### config.mk
export PLATFORM = sky130hd
export DESIGN_NAME = bpfm_front
export DESIGN_NICKNAME = d
export VERILOG_FILES = /design/src/rtl/bpfm_pkg.sv /design/src/rtl/bpfm_front.sv
export SDC_FILE = /design/constraint.sdc
export NUM_CORES = 1
export LEC_CHECK = 0
export BUFFER_PORTS_ARGS = -buffer_cell sky130_fd_sc_hd__buf_2
export CORE_MARGIN = 1
export CORE_UTILIZATION = 50
export DETAILED_ROUTE_END_ITERATION = 16
export PLACE_DENSITY_LB_ADDON = 0.3
export SLEW_MARGIN = 20
export SYNTH_ARGS = -nofsm -noshare
export SYNTH_HDL_FRONTEND = slang
export SYNTH_SLANG_ARGS = --single-unit
### constraint.sdc
create_clock -name clk -period 4 [get_ports clk]
set_input_delay 0.6 -clock clk [delete_from_list [all_inputs] [get_ports clk]]
set_output_delay 0.6 -clock clk [all_outputs]
set_load 0.05 [all_outputs]
### src/rtl/bpfm_pkg.sv
// ----------------------------------------------------------------------------
// bpfm_pkg
// Shared types, opcodes and status codes of the buffer pool frame manager.
// ----------------------------------------------------------------------------
`default_nettype none
package bpfm_pkg;

	localparam int FRAMES_DEF       = 64;
	localparam int PAGE_ID_BITS_DEF = 32;
	localparam int PIN_BITS_DEF     = 16;

	localparam logic [2:0] OP_FETCH    = 3'd0;
	localparam logic [2:0] OP_UNPIN    = 3'd1;
	localparam logic [2:0] OP_FLUSH    = 3'd2;
	localparam logic [2:0] OP_DIRTY    = 3'd3;
	localparam logic [2:0] OP_ALLOC    = 3'd4;

	localparam logic [2:0] ST_HIT      = 3'd0;
	localparam logic [2:0] ST_LOADED   = 3'd1;
	localparam logic [2:0] ST_EVICTED  = 3'd2;
	localparam logic [2:0] ST_ALLPIN   = 3'd3;
	localparam logic [2:0] ST_DONE     = 3'd4;
	localparam logic [2:0] ST_NOTRES   = 3'd5;
	localparam logic [2:0] ST_ALLOC    = 3'd6;

	typedef struct packed {
		logic [2:0]  opcode;
		logic [31:0] page_id;
	} req_t;

	typedef struct packed {
		logic [2:0]  status;
		logic [5:0]  frame_index;
		logic        write_back;
		logic [31:0] write_page_id;
		logic        read_request;
		logic [31:0] new_page_id;
	} rsp_t;

endpackage
`default_nettype wire

### src/rtl/bpfm_front.sv
// ----------------------------------------------------------------------------
// bpfm_front
// Accepts commands, looks the page up over the frame table one frame per cycle
// (alloc skips the lookup) and queues the classified command for the back end.
// ----------------------------------------------------------------------------
`default_nettype none
module bpfm_front #(
	parameter int FRAMES       = bpfm_pkg::FRAMES_DEF,
	parameter int PAGE_ID_BITS = bpfm_pkg::PAGE_ID_BITS_DEF,
	localparam int FW = $clog2(FRAMES)
) (
	input  wire                  clk,
	input  wire                  arst_n,
	input  wire                  start,
	input  bpfm_pkg::req_t       req,
	output logic                 busy,
	// lookup port into the back end's tables
	output logic [FW-1:0]        look_idx,
	input  wire                  look_res,
	input  wire [PAGE_ID_BITS-1:0] look_page,
	// queue to the back end
	output logic                 q_valid,
	output logic [2:0]           q_op,
	output logic [PAGE_ID_BITS-1:0] q_pid,
	output logic                 q_hit,
	output logic [FW-1:0]        q_frame,
	input  wire                  q_pop
);
	localparam logic [1:0] S_IDLE = 2'd0, S_SCAN = 2'd1, S_WAIT = 2'd2;

	logic [1:0]              state_q;
	logic [2:0]              op_q;
	logic [PAGE_ID_BITS-1:0] pid_q;
	logic [FW-1:0]           idx_q;
	logic [FW-1:0]           cmp_idx_s1;
	logic                    cmp_vld_s1;
	logic                    match;

	assign look_idx = idx_q;
	// lookup data is registered and arrives the cycle after its address
	assign match    = cmp_vld_s1 && look_res && (look_page == pid_q);
	assign busy     = (state_q != S_IDLE);

	always_ff @(posedge clk or negedge arst_n) begin
		if (!arst_n) begin
			state_q    <= S_IDLE;
			q_valid    <= 1'b0;
			idx_q      <= '0;
			cmp_idx_s1 <= '0;
			cmp_vld_s1 <= 1'b0;
		end else begin
			cmp_vld_s1 <= (state_q == S_SCAN);
			cmp_idx_s1 <= idx_q;
			if (q_pop)
				q_valid <= 1'b0;
			case (state_q)
				S_IDLE: if (start) begin
					op_q  <= req.opcode;
					pid_q <= PAGE_ID_BITS'(req.page_id);
					idx_q <= '0;
					if (req.opcode <= bpfm_pkg::OP_DIRTY)
						state_q <= S_SCAN;
					else begin
						q_op    <= req.opcode;
						q_hit   <= 1'b0;
						q_frame <= '0;
						q_valid <= 1'b1;
						state_q <= S_WAIT;
					end
				end
				S_SCAN: begin
					// first matching frame wins; only one can match
					if (cmp_vld_s1 && (match || cmp_idx_s1 == FW'(FRAMES-1))) begin
						q_op    <= op_q;
						q_pid   <= pid_q;
						q_hit   <= match;
						q_frame <= cmp_idx_s1;
						q_valid <= 1'b1;
						state_q <= S_WAIT;
					end else if (idx_q != FW'(FRAMES-1))
						idx_q <= idx_q + 1'b1;
				end
				S_WAIT: if (q_pop)
					state_q <= S_IDLE;
				default: state_q <= S_IDLE;
			endcase
		end
	end
endmodule
`default_nettype wire

After elaboration in Yosys (flattened, before gate mapping)
Cells that the tools add are included.
W data, S select, Z words.
{"block": "op_classes", "addsub": 1, "n_lt_le_gt_ge": 1, "n_eq_ne": 11, "mux": 26, "n_reduce_logical": 12}
{"operator": "$mux W6", "n": 6}
{"operator": "$eq A32 B32 Y1", "n": 1}
{"operator": "$pmux W6 S2", "n": 2}
{"operator": "$mux W3", "n": 3}
{"operator": "$reduce_and A3 Y1", "n": 3}
{"operator": "$mux W2", "n": 4}
{"operator": "$ne A2 B2 Y1 const B", "n": 4}
{"operator": "$mux W1", "n": 7}
{"operator": "$add A6 B1 Y6 const B", "n": 1}
{"operator": "$eq A6 B6 Y1 const B", "n": 1}
{"operator": "$ne A6 B6 Y1 const B", "n": 1}
{"operator": "$pmux W2 S3", "n": 1}
{"operator": "$pmux W3 S2", "n": 1}
{"operator": "$reduce_and A5 Y1", "n": 1}
{"operator": "$ne A2 B1 Y1 const B", "n": 2}
{"operator": "$pmux W1 S2", "n": 2}
{"operator": "$reduce_and A4 Y1", "n": 1}
{"operator": "$reduce_bool A2 Y1", "n": 2}
{"operator": "$le A3 B2 Y1 const B", "n": 1}
{"operator": "$logic_and A1 B1 Y1", "n": 3}
{"operator": "$eq A2 B1 Y1 const B", "n": 1}
{"operator": "$eq A2 B2 Y1 const B", "n": 1}
{"operator": "$logic_not A2 Y1", "n": 1}
{"operator": "$logic_or A1 B1 Y1", "n": 1}
{"block": "word_totals", "regBits": 93, "in_bits": 72, "wordCells": 62}

Depth between registers and ports, before layout
{"block": "logic_depth", "ltp_word": 6, "mapped_depth": 9, "depth_no_buf": 7}

Worst setup path before layout
Ideal clock, no wire load.
{"block": "synth_timing", "kind": "input -> register", "from": "in look_page[29]", "to": "reg q_pid[0] (enable)", "t_arrival_ns": 2.730, "slack_ns": 0.878, "path_stages": 7, "path_buffers": 0, "cell_sequence": "xnor2_1 > nand4_1 > or4b_4 > nor4_4 > o21ai_1 > inv_1 > and3_1"}
{"block": "synth_between", "elab_chain_len": 5}
{"item": "from (decl)", "line": "bpfm_front.sv:20", "source": "input wire [PAGE_ID_BITS-1:0] look_page,"}
{"item": "$eq A32 B32 Y1", "line": "bpfm_front.sv:41", "source": "assign match = cmp_vld_s1 && look_res && (look_page == pid_q);"}
{"item": "$logic_and A1 B1 Y1", "line": "bpfm_front.sv:41"}
{"item": "$logic_or A1 B1 Y1", "line": "bpfm_front.sv:73", "source": "if (cmp_vld_s1 && (match || cmp_idx_s1 == FW'(FRAMES-1))) begin"}
{"item": "$logic_and A1 B1 Y1", "line": "bpfm_front.sv:73"}
{"item": "$reduce_and A3 Y1 (no line)"}
{"item": "to (signal assigned)", "line": "bpfm_front.sv:75", "source": "q_pid <= pid_q;"}
{"item": "to (decl)", "line": "bpfm_front.sv:24", "source": "output logic [PAGE_ID_BITS-1:0] q_pid,"}
Every way passes these cells.
A chain may end at the register's enable or synchronous reset.

Final worst setup path
{"block": "layout_timing", "from": "reg pid_q[23]", "to": "reg q_pid[27] (enable)"}
{"block": "layout_between", "elab_chain_len": 5}
{"item": "from (decl)", "line": "bpfm_front.sv:33", "source": "logic [PAGE_ID_BITS-1:0] pid_q;"}
{"item": "from (signal assigned)", "line": "bpfm_front.sv:59", "source": "pid_q <= PAGE_ID_BITS'(req.page_id);"}
{"item": "$eq A32 B32 Y1", "line": "bpfm_front.sv:41"}
{"item": "$logic_and A1 B1 Y1", "line": "bpfm_front.sv:41"}
{"item": "$logic_or A1 B1 Y1", "line": "bpfm_front.sv:73"}
{"item": "$logic_and A1 B1 Y1", "line": "bpfm_front.sv:73"}
{"item": "$reduce_and A3 Y1 (no line)"}
Every way passes these cells.

==> results.json <==
{
  "crit_chain": "xnor2_1, inv_1, or4_2, nor4_4, o21ai_1, inv_1, and3_1, buf_4",
  "hpwl_mm": 5.22,
  "dieHeight_um": 86.8,
  "crit_required_ns": 4.00,
  "antenna_found_initial": 0,
  "syn_inst": 227,
  "wl_per_cell_um": 15.5,
  "end_kind": "flip-flop",
  "drc": 0,
  "synth_cell_types": 39,
  "async_flop_share": 0.172,
  "rrSetupSlack_ns": 1.09,
  "ys_seq_area_frac": 0.755,
  "setup_tns_ns": 0,
  "root_buffer": "clkbuf_8",
  "critical_path.max_stage_delay_ns": 0.71,
  "core_sq_mm": 0.00687,
  "place.port_buffers": 121,
  "via_per_inst": 4.94,
  "gp_congestion": 0.845,
  "arrival_ns": 2.91,
  "syn2layout_area_growth_pct": 26.3,
  "slew_violations": 0,
  "ys_warn_count": 0,
  "critPathLaunchType": "flip-flop",
  "grt_pass1_vias": 2224,
  "setup_viol": 0,
  "synth_top_area_share": 0.644,
  "avgSynthCellArea_sq_um": 15.8,
  "synth-edff-count": 77,
  "firstDrtPassIters": 4,
  "cts.sinks": 93,
  "yosysMostFrequentCell": "edfxtp_1",
  "numCtsBuffers": 9,
  "syn_nets": 300,
  "via_count": 2269,
  "fin_area_sq_mm": 0.00454,
  "drt_iter0_drc": 137,
  "fin_crit_sh": 0.727,
  "synth_area_sq_mm": 0.00359,
  "htreeDepth": 3,
  "synth_area_leaders": "edfxtp_1, dfrtp_1, xnor2_1, xor2_1, nand2_1",
  "slew_headroom": 0.451,
  "post-route-min-period_ns": 2.91,
  "p_per_area_mw_per_mm2": 529,
  "critPathKind": "reg -> reg",
  "layout.nets": 431,
  "drv_cap": 0,
  "clk_path_buf_depth": 2,
  "tightest_slew_ns": 0.824,
  "synth_top_cell_by_area": "edfxtp_1",
  "dp_slack_ns": 0.852,
  "slowest_stage": "or4_2",
  "rows": 30,
  "worst-path-buf-inv": 3,
  "clock_latency_ns": 0.35,
  "status": "finished, final reports clean",
  "place_area_sq_mm": 0.00432,
  "fin_util": 0.661,
  "drive_above_1_share": 0.410,
  "holdBufCountCts": 0,
  "cp_max_fo": 32,
  "n_antenna_cell": 0,
  "ys_ff_latch": 93,
  "grt_setup_unrepaired": "false",
  "clkTransAtPathRegs_ns": 0.09,
  "hold_path_class": "in -> async",
  "post_cts_resized": 0,
  "stdcell_count": 459,
  "ant_nets": 0,
  "gr-total-overflow": 0,
  "grt_pass1_wl_mm": 10.8,
  "finalHoldViolCount": 0,
  "wl_mm": 7.10,
  "finalClockSkew_ns": 0.0143,
  "peakVddDrop_mv": 0.359,
  "cts_tree": "done",
  "grt.total_usage": 0.198,
  "start_util": 0.523,
  "grt_max_degree": 36,
  "dp.cells": 443,
  "setup_slack_ns": 1.09,
  "post-cts-setup-buffers": 0,
  "die_x_um": 86.8,
  "synth_ff_type": "edfxtp_1",
  "fmax_ghz": 0.344,
  "path_delay_family": "simple AND/OR/NAND/NOR gates",
  "synth_common_cells": "edfxtp_1, nand2_1, dfrtp_1, xnor2_1, xor2_1",
  "die-area_sq_mm": 0.00753,
  "crit_top_cell": "inv_1",
  "io_pins": 122,
  "power_leakage_nw": 1.85
}
path summary, 6_finish.rpt:
path                                          from                      end  cells after the start
setup / recovery               pid_q[23]$_DFFE_PP_      q_pid[27]$_DFFE_PP_                      8
hold / removal                              arst_n  cmp_idx_s1[4]$_DFF_PN0_                      1
setup reg to reg               pid_q[23]$_DFFE_PP_      q_pid[27]$_DFFE_PP_                      8
hold reg to reg            look_idx[5]$_DFFE_PN0P_  cmp_idx_s1[5]$_DFF_PN0_                      0
max in group asynchronous                   arst_n     cmp_vld_s1$_DFF_PN0_                      1
min in group clk                           req[20]      pid_q[20]$_DFFE_PP_                      1
layout by cell type (no fill, tap or decap), drive strengths merged, types with 2 or more instances in the layout:
cell type	synthesis	final
nor4	6	6
xor2	14	14
nor3	3	3
and3	2	2
dfrtp	16	16
nand4	8	8
buf	1	123
clkbuf	2	9
inv	12	13
clkinv	1	4
o22ai	2	2
o22a	2	2
nor2	5	5
nand4b	2	2
edfxtp	77	77
nor2b	5	5
mux2i	2	2
and2	6	6
nand2	19	19
bufinv	0	2
nand3	6	6
xnor2	16	16
o21ai	5	5
or3	3	3
layer usage:
metal | part of all wire | track usage | vias up
met1 | 0.43 | 0.267 | 1050
met3 | 0.080 | 0.0419 | 10
met5 | 0 | 0 | -
li1 | - | - | 1095
met4 | 0.019 | 0.0955 | 0
met2 | 0.47 | 0.311 | 114
per-stage QoR:
step | total power [mW] | hold WS [ns]
finish | 2.40 | 0.159
global route | 2.52 | 0.176
CTS | 2.41 | 0.159
detailed placement | 1.75 | 0.430
global placement | 1.73 | 0.430
floorplan | 1.61 | 0.304
flip-flops by register name, summed over array words and instances, names as in the netlist:
register,count
q_frame,6
q_pid,32
q_op,3
state_q,2
op_q,3
cmp_vld_s1,1
cmp_idx_s1,6
q_valid,1
pid_q,32
look_idx,6
q_hit,1
worst reg2reg max path, cell delays in order (launching register included):
cell and delay, ns:
edfxtp_1 0.42, xnor2_1 0.36, inv_1 0.07, or4_2 0.71, nor4_4 0.21, o21ai_1 0.16, inv_1 0.11, and3_1 0.16
buf_4 0.38
cell families (layout without fill, tap and decap cells):
family | count (synthesis) | after routing | share of synthesized area
AO/OA/AOI/OAI | 14 | 14 | 0.0293
XOR/XNOR | 30 | 30 | 0.0731
adder cells (fa/ha/maj) | 1 | 1 | 0.00348
buffers and inverters | 16 | 152 | 0.0192
flip-flops | 93 | 93 | 0.755
multiplexers | 2 | 2 | 0.00557
AND/OR/NAND/NOR | 71 | 71 | 0.114
power breakdown:
part	internal, mW	total [mW]	switching, mW	leakage (nW)
Combinational	0.155	0.487	0.331	0.835
Clock	0.355	0.677	0.322	0.110
Sequential	1.17	1.24	0.0678	0.909
cell type report:
type | instances | area, sq um
sequential | 93 | 2710
fill | 515 | 2330
multi-input combinational | 118 | 812
timing repair buffer | 123 | 621
clock buffer | 9 | 124
tap | 96 | 120
clock inverter | 7 | 98.8
inverter | 13 | 50.0
No activity file was read; power rests on OpenSTA's default activity.
